## config.mk

```make
export PLATFORM = sky130hd
export DESIGN_NAME = synth_voice_allocator_top
export DESIGN_NICKNAME = d
export VERILOG_FILES = /design/src/hw/rtl/sva_pkg.sv /design/src/hw/rtl/sva_ram.sv /design/src/hw/rtl/synth_voice_allocator_top.sv
export SDC_FILE = /design/constraint.sdc
export NUM_CORES = 1
export LEC_CHECK = 0
export BUFFER_PORTS_ARGS = -buffer_cell sky130_fd_sc_hd__buf_4
export CORE_MARGIN = 3
export CORE_UTILIZATION = 63
export CTS_CLUSTER_DIAMETER = 120
export DETAILED_ROUTE_END_ITERATION = 16
export HOLD_SLACK_MARGIN = 0.03
export PLACE_DENSITY = 0.86
export REMOVE_ABC_BUFFERS = 1
export SLEW_MARGIN = 0
export SYNTH_ARGS = -nofsm -noshare
export SYNTH_HDL_FRONTEND = slang
export SYNTH_SLANG_ARGS = --single-unit
```

## constraint.sdc

```tcl
create_clock -name clk -period 5 [get_ports clk]
set_input_delay 0.25 -clock clk [delete_from_list [all_inputs] [get_ports clk]]
set_output_delay 0.25 -clock clk [all_outputs]
set_load 0.05 [all_outputs]
```

## src/hw/rtl/sva_pkg.sv

```systemverilog
package sva_pkg;

    localparam int MAX_VOICES_DEF = 16;

    localparam int VC_W     = 5;
    localparam int NOTE_W   = 7;
    localparam int STAMP_W  = 32;
    localparam int TARGET_W = 4;

    localparam logic [VC_W-1:0]    VOICE_COUNT_RST = 5'd12;
    localparam logic [STAMP_W-1:0] STAMP_MAX       = '1;

    typedef enum logic [1:0] {
        CMD_NOTE_ON   = 2'd0,
        CMD_NOTE_OFF  = 2'd1,
        CMD_BROADCAST = 2'd2,
        CMD_IGNORE    = 2'd3
    } cmd_t;

    typedef enum logic [1:0] {
        ST_IDLE   = 2'd0,
        ST_SCAN   = 2'd1,
        ST_FINISH = 2'd2
    } state_t;

endpackage

```

## src/hw/rtl/sva_ram.sv

```systemverilog
module sva_ram #(
    parameter int WIDTH = 8,
    parameter int DEPTH = 16,
    parameter int ADDR_W = (DEPTH > 1) ? $clog2(DEPTH) : 1
) (
    input  logic              clk,
    input  logic              wr_en,
    input  logic [ADDR_W-1:0] wr_addr,
    input  logic [WIDTH-1:0]  wr_data,
    input  logic [ADDR_W-1:0] rd_addr,
    output logic [WIDTH-1:0]  rd_data
);

    logic [WIDTH-1:0] mem [DEPTH];
    logic [WIDTH-1:0] rd_data_reg;

    always_ff @(posedge clk)
    begin
        if (wr_en)
        begin
            mem[wr_addr] <= wr_data;
        end
        rd_data_reg <= mem[rd_addr];
    end

    assign rd_data = rd_data_reg;

endmodule

```

## src/hw/rtl/synth_voice_allocator_top.sv

```systemverilog
// Polyphonic voice allocator with oldest-note stealing. A note-on request takes the first free
// voice or steals the busy voice with the smallest age stamp; a note-off request frees the
// first busy voice that holds the note; broadcast requests go to every voice. Note and age
// of each voice sit in one RAM with a single registered read port, which a sequencer walks
// one voice per cycle over the active voices (the voice count clamped to 1..MAX_VOICES),
// stopping early when a free voice or a matching note turns up; broadcast and ignored
// requests skip the walk. A request waits in the finish state for as long as the previous
// result is still held in the output register. The result sits in an output register, so
// the next request can be taken while it waits.
module synth_voice_allocator_top #(
    parameter int MAX_VOICES = sva_pkg::MAX_VOICES_DEF
) (
    input  logic                           clk,
    input  logic                           rst_n,
    input  logic                           cfg_wr_en,
    input  logic [sva_pkg::VC_W-1:0]       cfg_wr_data,
    input  logic                           in_valid,
    output logic                           in_ready,
    input  logic [1:0]                     command,
    input  logic [sva_pkg::NOTE_W-1:0]     note,
    output logic                           out_valid,
    input  logic                           out_ready,
    output logic [sva_pkg::TARGET_W-1:0]   target_voice,
    output logic                           to_all_voices,
    output logic                           forwarded,
    output logic                           found
);

    localparam int VIDX_W = (MAX_VOICES > 1) ? $clog2(MAX_VOICES) : 1;
    localparam int CNT_W  = $clog2(MAX_VOICES + 1);
    localparam int RAM_W  = sva_pkg::NOTE_W + sva_pkg::STAMP_W;
    localparam int CMP_W  = (CNT_W > sva_pkg::VC_W) ? CNT_W : sva_pkg::VC_W;

    sva_pkg::state_t state_reg, state_next;
    sva_pkg::cmd_t   cmd_reg, cmd_next;

    logic [sva_pkg::VC_W-1:0]    voice_count_reg;
    logic [sva_pkg::NOTE_W-1:0]  note_reg, note_next;
    logic [CNT_W-1:0]            n_reg, n_next;
    logic [CNT_W-1:0]            idx_reg, idx_next;
    logic                        cmp_valid_reg, cmp_valid_next;
    logic [VIDX_W-1:0]           cmp_idx_reg, cmp_idx_next;
    logic [sva_pkg::STAMP_W-1:0] oldest_reg, oldest_next;
    logic [VIDX_W-1:0]           pick_reg, pick_next;
    logic                        found_reg, found_next;
    logic [MAX_VOICES-1:0]       busy_reg, busy_next;
    logic [sva_pkg::STAMP_W-1:0] stamp_reg, stamp_next;

    logic                         out_valid_reg, out_valid_next;
    logic [sva_pkg::TARGET_W-1:0] out_target_reg, out_target_next;
    logic                         out_all_reg, out_all_next;
    logic                         out_fwd_reg, out_fwd_next;
    logic                         out_found_reg, out_found_next;

    logic                         ram_we;
    logic [RAM_W-1:0]             ram_wdata;
    logic [RAM_W-1:0]             ram_rdata;
    logic [sva_pkg::NOTE_W-1:0]   rd_note;
    logic [sva_pkg::STAMP_W-1:0]  rd_age;

    logic [CMP_W-1:0]             vc_ext;
    logic [CNT_W-1:0]             n_clamp;
    logic [VIDX_W+sva_pkg::TARGET_W-1:0] pick_wide;
    logic                         cmp_last;
    logic                         cmp_busy;

    sva_ram #(
        .WIDTH (RAM_W),
        .DEPTH (MAX_VOICES)
    ) u_voice_ram (
        .clk     (clk),
        .wr_en   (ram_we),
        .wr_addr (pick_reg),
        .wr_data (ram_wdata),
        .rd_addr (idx_reg[VIDX_W-1:0]),
        .rd_data (ram_rdata)
    );

    assign ram_wdata = {note_reg, stamp_reg};
    assign rd_note   = ram_rdata[RAM_W-1:sva_pkg::STAMP_W];
    assign rd_age    = ram_rdata[sva_pkg::STAMP_W-1:0];

    // zero acts as one voice, anything above the limit acts as the limit
    assign vc_ext = CMP_W'(voice_count_reg);
    always_comb
    begin
        if (voice_count_reg == '0)
        begin
            n_clamp = CNT_W'(1);
        end
        else if (vc_ext > CMP_W'(MAX_VOICES))
        begin
            n_clamp = CNT_W'(MAX_VOICES);
        end
        else
        begin
            n_clamp = CNT_W'(vc_ext);
        end
    end

    assign pick_wide = (VIDX_W + sva_pkg::TARGET_W)'(pick_reg);
    assign cmp_last  = (CNT_W'(cmp_idx_reg) == (n_reg - CNT_W'(1)));
    assign cmp_busy  = busy_reg[cmp_idx_reg];

    always_comb
    begin
        state_next      = state_reg;
        cmd_next        = cmd_reg;
        note_next       = note_reg;
        n_next          = n_reg;
        idx_next        = idx_reg;
        cmp_valid_next  = cmp_valid_reg;
        cmp_idx_next    = cmp_idx_reg;
        oldest_next     = oldest_reg;
        pick_next       = pick_reg;
        found_next      = found_reg;
        busy_next       = busy_reg;
        stamp_next      = stamp_reg;
        out_valid_next  = out_valid_reg && !out_ready;
        out_target_next = out_target_reg;
        out_all_next    = out_all_reg;
        out_fwd_next    = out_fwd_reg;
        out_found_next  = out_found_reg;
        ram_we          = 1'b0;

        case (state_reg)
            sva_pkg::ST_IDLE:
            begin
                if (in_valid)
                begin
                    cmd_next       = sva_pkg::cmd_t'(command);
                    note_next      = note;
                    n_next         = n_clamp;
                    idx_next       = '0;
                    cmp_valid_next = 1'b0;
                    oldest_next    = sva_pkg::STAMP_MAX;
                    pick_next      = '0;
                    found_next     = 1'b0;
                    if (command inside {sva_pkg::CMD_NOTE_ON, sva_pkg::CMD_NOTE_OFF})
                    begin
                        state_next = sva_pkg::ST_SCAN;
                    end
                    else
                    begin
                        state_next = sva_pkg::ST_FINISH;
                    end
                end
            end

            sva_pkg::ST_SCAN:
            begin
                // read of voice idx is issued here, compared in the next cycle
                cmp_valid_next = (idx_reg < n_reg);
                cmp_idx_next   = idx_reg[VIDX_W-1:0];
                if (idx_reg < n_reg)
                begin
                    idx_next = idx_reg + CNT_W'(1);
                end

                if (cmp_valid_reg)
                begin
                    if (cmd_reg == sva_pkg::CMD_NOTE_ON)
                    begin
                        if (!cmp_busy)
                        begin
                            pick_next      = cmp_idx_reg;
                            found_next     = 1'b1;
                            cmp_valid_next = 1'b0;
                            state_next     = sva_pkg::ST_FINISH;
                        end
                        else
                        begin
                            if (rd_age < oldest_reg)
                            begin
                                oldest_next = rd_age;
                                pick_next   = cmp_idx_reg;
                            end
                            if (cmp_last)
                            begin
                                cmp_valid_next = 1'b0;
                                state_next     = sva_pkg::ST_FINISH;
                            end
                        end
                    end
                    else
                    begin
                        if (cmp_busy && (rd_note == note_reg))
                        begin
                            pick_next      = cmp_idx_reg;
                            found_next     = 1'b1;
                            cmp_valid_next = 1'b0;
                            state_next     = sva_pkg::ST_FINISH;
                        end
                        else if (cmp_last)
                        begin
                            cmp_valid_next = 1'b0;
                            state_next     = sva_pkg::ST_FINISH;
                        end
                    end
                end
            end

            sva_pkg::ST_FINISH:
            begin
                // state is committed only once the output register is free
                if (!out_valid_reg || out_ready)
                begin
                    out_valid_next  = 1'b1;
                    out_target_next = '0;
                    out_all_next    = 1'b0;
                    out_fwd_next    = 1'b0;
                    out_found_next  = 1'b0;
                    case (cmd_reg)
                        sva_pkg::CMD_NOTE_ON:
                        begin
                            busy_next[pick_reg] = 1'b1;
                            ram_we              = 1'b1;
                            stamp_next          = stamp_reg + sva_pkg::STAMP_W'(1);
                            out_target_next     = pick_wide[sva_pkg::TARGET_W-1:0];
                            out_fwd_next        = 1'b1;
                            out_found_next      = found_reg;
                        end
                        sva_pkg::CMD_NOTE_OFF:
                        begin
                            if (found_reg)
                            begin
                                busy_next[pick_reg] = 1'b0;
                            end
                            out_target_next = pick_wide[sva_pkg::TARGET_W-1:0];
                            out_fwd_next    = 1'b1;
                            out_found_next  = found_reg;
                        end
                        sva_pkg::CMD_BROADCAST:
                        begin
                            out_all_next = 1'b1;
                            out_fwd_next = 1'b1;
                        end
                        default:
                        begin
                            out_fwd_next = 1'b0;
                        end
                    endcase
                    state_next = sva_pkg::ST_IDLE;
                end
            end

            default:
            begin
                state_next = sva_pkg::ST_IDLE;
            end
        endcase
    end

    always_ff @(posedge clk or negedge rst_n)
    begin
        if (!rst_n)
        begin
            state_reg <= sva_pkg::ST_IDLE;
        end
        else
        begin
            state_reg <= state_next;
        end
    end

    always_ff @(posedge clk or negedge rst_n)
    begin
        if (!rst_n)
        begin
            voice_count_reg <= sva_pkg::VOICE_COUNT_RST;
            cmd_reg         <= sva_pkg::CMD_IGNORE;
            n_reg           <= '0;
            idx_reg         <= '0;
            cmp_valid_reg   <= 1'b0;
            cmp_idx_reg     <= '0;
            found_reg       <= 1'b0;
            busy_reg        <= '0;
            stamp_reg       <= '0;
            out_valid_reg   <= 1'b0;
        end
        else
        begin
            if (cfg_wr_en)
            begin
                voice_count_reg <= cfg_wr_data;
            end
            cmd_reg       <= cmd_next;
            n_reg         <= n_next;
            idx_reg       <= idx_next;
            cmp_valid_reg <= cmp_valid_next;
            cmp_idx_reg   <= cmp_idx_next;
            found_reg     <= found_next;
            busy_reg      <= busy_next;
            stamp_reg     <= stamp_next;
            out_valid_reg <= out_valid_next;
        end
    end

    always_ff @(posedge clk)
    begin
        note_reg       <= note_next;
        oldest_reg     <= oldest_next;
        pick_reg       <= pick_next;
        out_target_reg <= out_target_next;
        out_all_reg    <= out_all_next;
        out_fwd_reg    <= out_fwd_next;
        out_found_reg  <= out_found_next;
    end

    assign in_ready      = (state_reg == sva_pkg::ST_IDLE);
    assign out_valid     = out_valid_reg;
    assign target_voice  = out_target_reg;
    assign to_all_voices = out_all_reg;
    assign forwarded     = out_fwd_reg;
    assign found         = out_found_reg;

endmodule

```

# [Word level (Yosys, flattened, before mapping)]
# Memory sizes are Yosys's and may differ from the RTL's. A register that Yosys moved wholly into a read port is not among the register bits.
# Cells that the tools add are included.
[totals] regBits=124 ram_bits=624 inputBits=19 output_inout_bits=9 elab_cells=128 memories=1
[memory_table] name="u_voice_ram.mem" words=16 width=39 read_ports=1 rd_clocked_by_memory_dff=1 write_ports=1 line_no="sva_ram.sv:14" source="logic [WIDTH-1:0] mem [DEPTH];"
[classes] add_sub_neg=3 order_cmp=6 eq_ne=18 mux=54 bitwise_logic=3 n_reduce_logical=25
[op_table] op="2-to-1 mux 32 bit" count=5
[op_table] op="case mux 32 bit (2 select lines)" count=1
[op_table] op="adder 32 x 1 -> 32 bit, second input constant" count=1
[op_table] op="less-than comparator 32 bit" count=1
[op_table] op="case mux 16 bit (2 select lines)" count=1
[op_table] op="2-to-1 mux 4 bit" count=6
[op_table] op="2-to-1 mux 1 bit" count=21
[op_table] op="2-to-1 mux 5 bit" count=4
[op_table] op="AND 16 bit" count=1
[op_table] op="2-to-1 mux 16 bit" count=1
[op_table] op="2-to-1 mux 2 bit" count=8
[op_table] op="inequality test 2 bit, second input constant" count=8
[op_table] op="inverter 16 bit" count=1
[op_table] op="bitwise OR 16 bit" count=1
[op_table] op="less-than comparator 4 x 5 -> 1 bit, second input constant" count=2
[op_table] op="case mux 5 bit (2 select lines)" count=1
[op_table] op="AND reduction 5 bit" count=2
[op_table] op="AND reduction 3 bit" count=3
[op_table] op="case mux 4 bit (2 select lines)" count=1
[op_table] op="== test 7 bit" count=1
[op_table] op="== test 2 x 1 -> 1 bit, second input constant" count=3
[op_table] op="logical NOT 2 bit" count=3
[op_table] op="inequality test 3 bit, second input constant" count=2
[op_table] op="case mux 2 bit (3 select lines)" count=1
[op_table] op="21 further kinds" count=30

# [Logic depth before layout (Yosys ltp)]
# Gate-level depths: netlist of run 1.
[depth] depth_word=8 depth_mapped=8 ltp_nobuf=8

# [Hierarchy]
# Synthesis of run 1 repeated with hierarchy kept, for this count alone.
[unflattened] hier_cells=1566 area_unflattened_um2=30470.5
[by_module_without_submodules] mod="sva_ram" n_inst=1 cells_per_inst=1014 area_each_um2=24185.7 seq_area_each_um2=19518.7
[by_module_without_submodules] mod="synth_voice_allocator_top" n_inst=1 cells_per_inst=552 area_each_um2=6284.8 seq_area_each_um2=3358.2

# [Least setup slack after synthesis of run 1]
# OpenSTA, ideal clock, no wires.
[synth_timing] path_type="reg2reg" startpoint="reg out_valid_reg, in the netlist out_valid" endpoint="mem u_voice_ram.mem[12][0] (netlist name), enable pin" setup_ps=485 t_arrival_ps=4012 required_ps=4515 slack_ps=503 path_stages_with_launch=6 path_buffers=1 period_less_slack_ps=4497 cell_sequence="dfrtp_1 > nand2b_1 > and3_1 > clkbuf_1 > nand3_1 > nor3_1"
[synth_between] elab_chain_len=6
[synth_rtl] element="from (decl)" line_no="synth_voice_allocator_top.sv:49" source="logic out_valid_reg, out_valid_next;"
[synth_rtl] element="from (signal assigned)" line_no="synth_voice_allocator_top.sv:295" source="out_valid_reg <= out_valid_next;"
[synth_rtl] element="logical NOT 1 bit" line_no="synth_voice_allocator_top.sv:206" source="if (!out_valid_reg || out_ready)"
[synth_rtl] element="logical OR 1 bit" line_no="synth_voice_allocator_top.sv:206"
[synth_rtl] element="2-to-1 mux 1 bit" line_no="synth_voice_allocator_top.sv:206"
[synth_rtl] element="2-to-1 mux 1 bit" line_no="synth_voice_allocator_top.sv:126" source="case (state_reg)"
[synth_rtl] element="2-to-1 mux 1 bit" line_no="sva_ram.sv:19" source="if (wr_en)"
[synth_rtl] element="2-to-1 mux 1 bit (not written as such)" line_no="sva_ram.sv:21" source="mem[wr_addr] <= wr_data;"
[synth_rtl] element="to (decl)" line_no="sva_ram.sv:14"
# No other way between the ends.

# [Worst setup path in the final report of run 1]
[layout_timing] startpoint="reg oldest_reg[17] (netlist name)" endpoint="reg oldest_reg[6] (netlist name), enable pin"
[layout_between] elab_chain_len=3
[layout_rtl] element="from (decl)" line_no="synth_voice_allocator_top.sv:43" source="logic [sva_pkg::STAMP_W-1:0] oldest_reg, oldest_next;"
[layout_rtl] element="from (signal assigned)" line_no="synth_voice_allocator_top.sv:302" source="oldest_reg <= oldest_next;"
[layout_rtl] element="less-than comparator 32 bit" line_no="synth_voice_allocator_top.sv:173" source="if (rd_age < oldest_reg)"
[layout_rtl] element="inequality test 2 bit (no source line)"
[layout_rtl] element="AND reduction 6 bit (no source line)"
# No other way between the ends.
# A chain may end at the register's enable or synchronous reset.

==> impl_metrics.py, run 1 <==
metrics = {
    "run_status": {
        "status": "completed",
    },
    "global_routing": {
        "antenna_found_initial": 0,
        "grt_use_total_pct": 29.82,
        "grt_pass1_vias": 16500,
        "grt_max_degree": 161,
        "overflow": 0,
        "grt_pass1_wl_um": 108400,
    },
    "floorplanning": {
        "num_rows": 79,
        "initial_core_util_pct": 64.57,
        "die-width_um": 225.8,
        "pin_count": 28,
        "die_y_um": 225.8,
        "die_area_um2": 51000,
        "coreArea_um2": 47150,
    },
    "flow_run": {
        "drv_cap": 0,
    },
    "min_path": {
        "min_path_type": "in2async",
    },
    "power_and_ir_drop": {
        "swShare_pct": 27.80,
        "p_clk_share_pct": 32.6,
        "p_leak_nw": 11.86,
        "p_per_area_nw_per_um2": 505.6,
        "switchingPower_mw": 4.805,
        "seq_power_share_pct": 48.1,
        "internal-power_mw": 12.48,
        "comb_power_share_pct": 19.3,
        "vdd_ir_drop_max_v": 0.0004279,
    },
    "detailed_routing": {
        "vias": 15670,
        "met2_length_um": 36350,
        "routed_wl_um": 73070,
        "firstDrtPassIters": 5,
        "top_layer": "met4",
        "wl_met3_um": 8165,
        "drtIter0Drc": 2253,
        "ant_nets": 0,
        "drc": 0,
        "avgRoutedWirePerCell_um": 32.68,
        "vias_per_cell": 7.007,
        "drt-met1-wl_um": 24940,
    },
    "cts": {
        "cts.clk_slew.worst_paths_ns": 0.07,
        "worstSkewPairLatency_ns": 0.61,
        "ctsResizeCount": 0,
        "clock-sinks": 787,
        "cts_buffer_depth": 3,
        "cts_buffers": 75,
        "ctsRootBufferMaster": "clkbuf_16",
        "htree_num_levels": 3,
        "cts_tree": "done",
    },
    "sta": {
        "finalCritPeriodShare_pct": 79.79,
        "drv_slew": 0,
        "rsz0062_at_grt": "no",
        "slew_headroom_pct": 13.14,
        "fmax_mhz": 250.7,
        "setup_slack_ns": 1.011,
        "worst_pin_slew_ns": 1.292,
        "skew_ns": 0.02494,
        "hold_violations": 0,
        "final.setup.tns_ns": 0,
        "fin_crit_ns": 3.989,
        "setup_viol": 0,
    },
    "worst_setup_path": {
        "critPathTopFamily": "compound AO/OA/AOI/OAI gates",
        "crit_slowest_cell": "a2111oi_0",
        "crit_arrival_ns": 4.28,
        "cpPeakStageDelay_ns": 0.90,
        "path_buf_inv": 2,
        "path_cells": "inv_1 -> ha_1 -> a21oi_1 -> o21ai_0 -> a221oi_1 -> nor2_1 -> a2111oi_0 -> a31o_1 -> buf_4",
        "crit_type": "reg2reg",
        "required_ns": 5.29,
        "start_kind": "flop",
        "endpoint_kind": "flop",
        "cp_max_fo": 20,
    },
    "synth": {
        "postSynthCellCount": 1476,
        "synth_flop_cell": "edfxtp_1",
        "yosys_warnings": 0,
        "synth-edff-count": 674,
        "avgSynthCellArea_um2": 20.63,
        "synth.distinct_cells": 55,
        "syn_area_um2": 30440,
        "async_flop_share_pct": 9.403,
        "ys_ff_latch": 787,
        "seq_area_frac_synth_pct": 75.14,
    },
    "layout": {
        "fillers": 2316,
        "num_antenna_cells": 0,
        "final-seq-area_um2": 22890,
        "finalNetCount": 1627,
        "area_growth_pct": 12.28,
        "largest_reg_flops": 624,
        "multiInputGateArea_um2": 7262,
        "drive_gt1_share_pct": 26.40,
    },
    "placement": {
        "place.gp.congestion": 0.8053,
        "dp_hpwl_um": 36020,
        "port_buffers": 27,
        "post-place-ws_ns": 1.433,
    },
}
==> synth_stat cells, types with 11 or more instances <==
library cell,n,area (µm²)
nor2_1,40,150.1
dfrtp_1,70,1752
edfxtp_1,674,20240
nand3_1,14,70.07
xnor2_1,27,236.5
ha_1,38,475.5
xor2_1,19,166.4
clkbuf_1,35,131.4
nand2b_1,45,281.5
dfxtp_1,39,780.8
o21ai_0,16,80.08
buf_2,11,55.05
mux2_2,18,202.7
nand4_1,13,81.33
mux4_2,200,4504
inv_1,41,153.9
buf_1,13,48.80
a21oi_1,19,95.09
nor2b_1,13,81.33
nand2_1,55,206.5
==> worst paths after layout <==
kind | from | endpoint | slack [ns] | cells past startpoint
max in group asynchronous | rst_n | idx_reg[2] | 3.77 | 3
worst max register to register | oldest_reg[17] | oldest_reg[6] | 1.01 | 9
worst min-delay path | rst_n | stamp_reg[9] | 0.15 | 2
worst max-delay path | oldest_reg[17] | oldest_reg[6] | 1.01 | 9
min in group clk | note[5] | note_reg[5] | 0.39 | 2
worst min register to register | flop | flop | 0.49 | 1
==> power groups by stage <==
stage	logic, mW	registers [mW]	clock network [mW]
CTS	3.32	8.29	5.67
floorplan	2.32	8.56	0
global route	3.50	8.36	5.91
detailed placement	3.14	8.40	0
global placement	3.02	8.35	0
finish	3.34	8.31	5.63
==> layout by cell type (no fill, tap or decap), drive strengths merged, types with 27 or more instances in the layout <==
cell	count
mux4	200
dfrtp	70
dfxtp	39
nor2	42
xnor2	27
ha	38
clkbuf	104
inv	42
nand2	56
buf	57
nand2b	45
edfxtp	674
==> stage by stage <==
stage / std cells / cell area, µm² / hold slack (ns) / total power [mW] / utilization [%]
floorplan: 1414 / 30180 / -0.04559 / 10.87 / -
global placement: 2078 / 31530 / 0.2286 / 11.37 / 66.88
detailed placement: 2078 / 31530 / 0.2334 / 11.54 / 66.88
CTS: 2236 / 34180 / 0.1387 / 17.27 / 72.50
global route: 2236 / 34180 / 0.1929 / 17.77 / 72.50
finish: 2236 / 34180 / 0.1517 / 17.28 / 72.50
==> cell type report <==
type | instances | share of cell area (%)
well taps | 607 | 2.222
clock inverters | 32 | 0.6954
multi-input cells | 586 | 21.24
clock buffers | 104 | 6.416
inverters | 41 | 0.4502
flip-flops and latches | 787 | 66.97
repair buffers | 79 | 2.006
==> repair_timing <==
item	in CTS	in global routing
buffers inserted	0	0
hold endpoints to repair	45	0
hold buffers	22	0
==> layer usage <==
metal | track usage (%) | vias up
met3 | 7.045 | 276
met5 | 0 | -
met4 | 14.68 | 0
met1 | 39.43 | 8034
li1 | - | 6122
met2 | 47.64 | 1235
==> kinds of logic (layout without fill, tap and decap cells) <==
family / count (synthesis) / after routing / share of synthesized area, %
AOI/OAI and AO/OA: 60 / 60 / 1.258
and+or+nand+nor: 223 / 223 / 3.830
adders and majority gates: 38 / 38 / 1.562
muxes: 219 / 219 / 15.49
xor gates and xnor gates: 46 / 46 / 1.323
buffers and inverters: 103 / 256 / 1.389
DFF: 787 / 787 / 75.14
Note: power is estimated with default switching activity, not from simulation.
==> run 2, diff against run 1 <==
--- a/config.mk
+++ b/config.mk
@@ -7,11 +7,11 @@
 export LEC_CHECK = 0
 export BUFFER_PORTS_ARGS = -buffer_cell sky130_fd_sc_hd__buf_4
 export CORE_MARGIN = 3
-export CORE_UTILIZATION = 63
+export CORE_UTILIZATION = 57
 export CTS_CLUSTER_DIAMETER = 120
 export DETAILED_ROUTE_END_ITERATION = 16
 export HOLD_SLACK_MARGIN = 0.03
-export PLACE_DENSITY = 0.86
+export PLACE_DENSITY = 0.83
 export REMOVE_ABC_BUFFERS = 1
 export SLEW_MARGIN = 0
 export SYNTH_ARGS = -nofsm -noshare
==> constraint.sdc (replaced) <==
create_clock -name clk -period 3.55 [get_ports clk]
set_input_delay 0.1775 -clock clk [delete_from_list [all_inputs] [get_ports clk]]
set_output_delay 0.1775 -clock clk [all_outputs]
set_load 0.05 [all_outputs]
==> impl_metrics.py, run 2 (synthesized netlist as in run 1, its figures left out) <==
metrics = {
    "global_routing": {
        "grt_pass1_wl_um": 105900,
        "grt_pass1_vias": 15810,
        "grt_max_degree": 72,
        "antenna_found_initial": 6,
        "grt_use_total_pct": 25.94,
        "overflow": 0,
    },
    "layout": {
        "area_growth_pct": 13.41,
        "final_cell_mix": "edfxtp_1 (674), mux4_2 (200), clkbuf_16 (78)",
        "fillers": 3053,
        "largest_reg_flops": 624,
        "finalNetCount": 1644,
        "utilization_pct": 65.57,
        "instances_no_fill": 2338,
        "drive_gt1_share_pct": 26.20,
        "final_common_cell": "edfxtp_1",
    },
    "sta": {
        "worst_pin_slew_ns": 1.012,
        "slew_headroom_pct": 32.40,
        "skew_ns": 0.02901,
        "hold_violations": 0,
        "final.setup.tns_ns": 0,
        "drv_slew": 0,
        "rsz0062_at_grt": "no",
        "setup_viol": 0,
        "finalCritPeriodShare_pct": 84.88,
        "fin_crit_ns": 3.013,
        "fmax_mhz": 331.9,
    },
    "min_path": {
        "min_path_type": "in2async",
    },
    "cts": {
        "ctsRootBufferMaster": "clkbuf_16",
        "htree_num_levels": 3,
        "cts_buffer_depth": 3,
        "cts_buffers": 76,
        "cts_tree": "done",
        "worstSkewPairLatency_ns": 0.63,
        "cts.clk_slew.worst_paths_ns": 0.06,
        "clock-sinks": 787,
    },
    "floorplanning": {
        "coreArea_um2": 52660,
        "pin_count": 28,
        "die_area_um2": 56220,
        "die_y_um": 237.1,
        "die-width_um": 237.1,
        "num_rows": 84,
        "initial_core_util_pct": 57.82,
    },
    "placement": {
        "placed_cells": 2173,
        "dp_hpwl_um": 35790,
        "place.gp.congestion": 0.7741,
        "port_buffers": 27,
    },
    "detailed_routing": {
        "avgRoutedWirePerCell_um": 30.39,
        "vias_per_cell": 6.564,
        "routed_wl_um": 71050,
        "drtIter0Drc": 1898,
        "firstDrtPassIters": 5,
        "vias": 15350,
        "ant_nets": 0,
        "drc": 0,
    },
    "run_status": {
        "status": "completed",
    },
    "worst_setup_path": {
        "cp_max_fo": 17,
        "path_buf_inv": 1,
        "crit_slowest_cell": "nor2_4",
        "endpoint_kind": "flop",
        "critPathTopFamily": "simple AND/OR/NAND/NOR gates",
        "r2r_cells": 5,
        "crit_type": "reg2reg",
        "start_kind": "flop",
        "path_cells": "nor2b_1 -> and3_1 -> nand2_1 -> nor2_4 -> buf_4",
        "r2r-end": "u_voice_ram.mem[5][4]",
        "required_ns": 3.83,
        "cpPeakStageDelay_ns": 0.65,
        "r2r_slack_ns": 0.54,
        "crit-reg2reg-launch": "state_reg[1]",
        "crit_arrival_ns": 3.30,
    },
    "power_and_ir_drop": {
        "p_leak_nw": 11.97,
        "design_power_total_mw": 24.40,
        "vdd_ir_drop_max_v": 0.0003917,
        "p_per_area_nw_per_um2": 706.6,
    },
    "flow_run": {
        "drv_cap": 0,
    },
}
## run 2: cell types whose count changed in the layout (fill, tap and decap cells not counted), sizes merged
cell / change
clkbuf: +2
inv: +3
bufinv: +4
clkinvlp: -3
diode: +1
clkinv: -2
dlygate4sd3: +2
buf: +14
## run 2: area by class of cell
class                           instances  area, µm²  area share [%]
Tap cell                              688      860.8           2.493
Inverter                               41      153.9          0.4457
Sequential cell                       787      22890           66.29
Clock inverter                         34      354.1           1.026
Timing Repair Buffer                   95      898.4           2.602
Clock buffer                          106       2107           6.102
Multi-Input combinational cell        586       7262           21.03
Antenna cell                            1      2.502        0.007247
## run 2: where the power goes
part	switching (mW)	total [mW]	internal, mW
registers	0.617	11.5	10.9
logic	2.61	4.85	2.24
clock network	3.41	8.02	4.61
## run 2: stage by stage
| stage | setup slack [ns] | instance area (µm²) | hold slack, ns |
|---|---|---|---|
| floorplan | -3.753 | 30180 | -0.1181 |
| global placement | 0.6570 | 31820 | 0.3102 |
| detailed placement | 0.6492 | 31820 | 0.3184 |
| CTS | 0.5529 | 34530 | 0.2207 |
| global route | 0.3971 | 34530 | 0.2596 |
| finish | 0.5367 | 34530 | 0.2053 |
## run 2: worst max-delay path by stage
stage | from | end | slack, ns | depth (start not counted)
after floorplan | idx_reg[0] | u_voice_ram.rd_data[0] | -3.75 | 2
after global placement | state_reg[1] | u_voice_ram.mem[5][10] | 0.66 | 5
after detailed placement | oldest_reg[1] | oldest_reg[13] | 0.65 | 8
after CTS | oldest_reg[1] | oldest_reg[4] | 0.55 | 8
after global routing | oldest_reg[1] | oldest_reg[0] | 0.40 | 8
final | state_reg[1] | u_voice_ram.mem[5][4] | 0.54 | 5
## run 2: what timing repair did
action,in CTS,in global routing
setup buffers,0,0
gates resized for setup,0,0
hold buffers,24,0
hold endpoints to repair,70,0
## run 2: per-layer routing
| metal | track usage [%] | share of wire [%] |
|---|---|---|
| met1 | 34.27 | 37 |
| met2 | 42.02 | 50 |
| met3 | 6.767 | 9.6 |
| met4 | 10.15 | 3.7 |
| met5 | 0 | 0.065 |
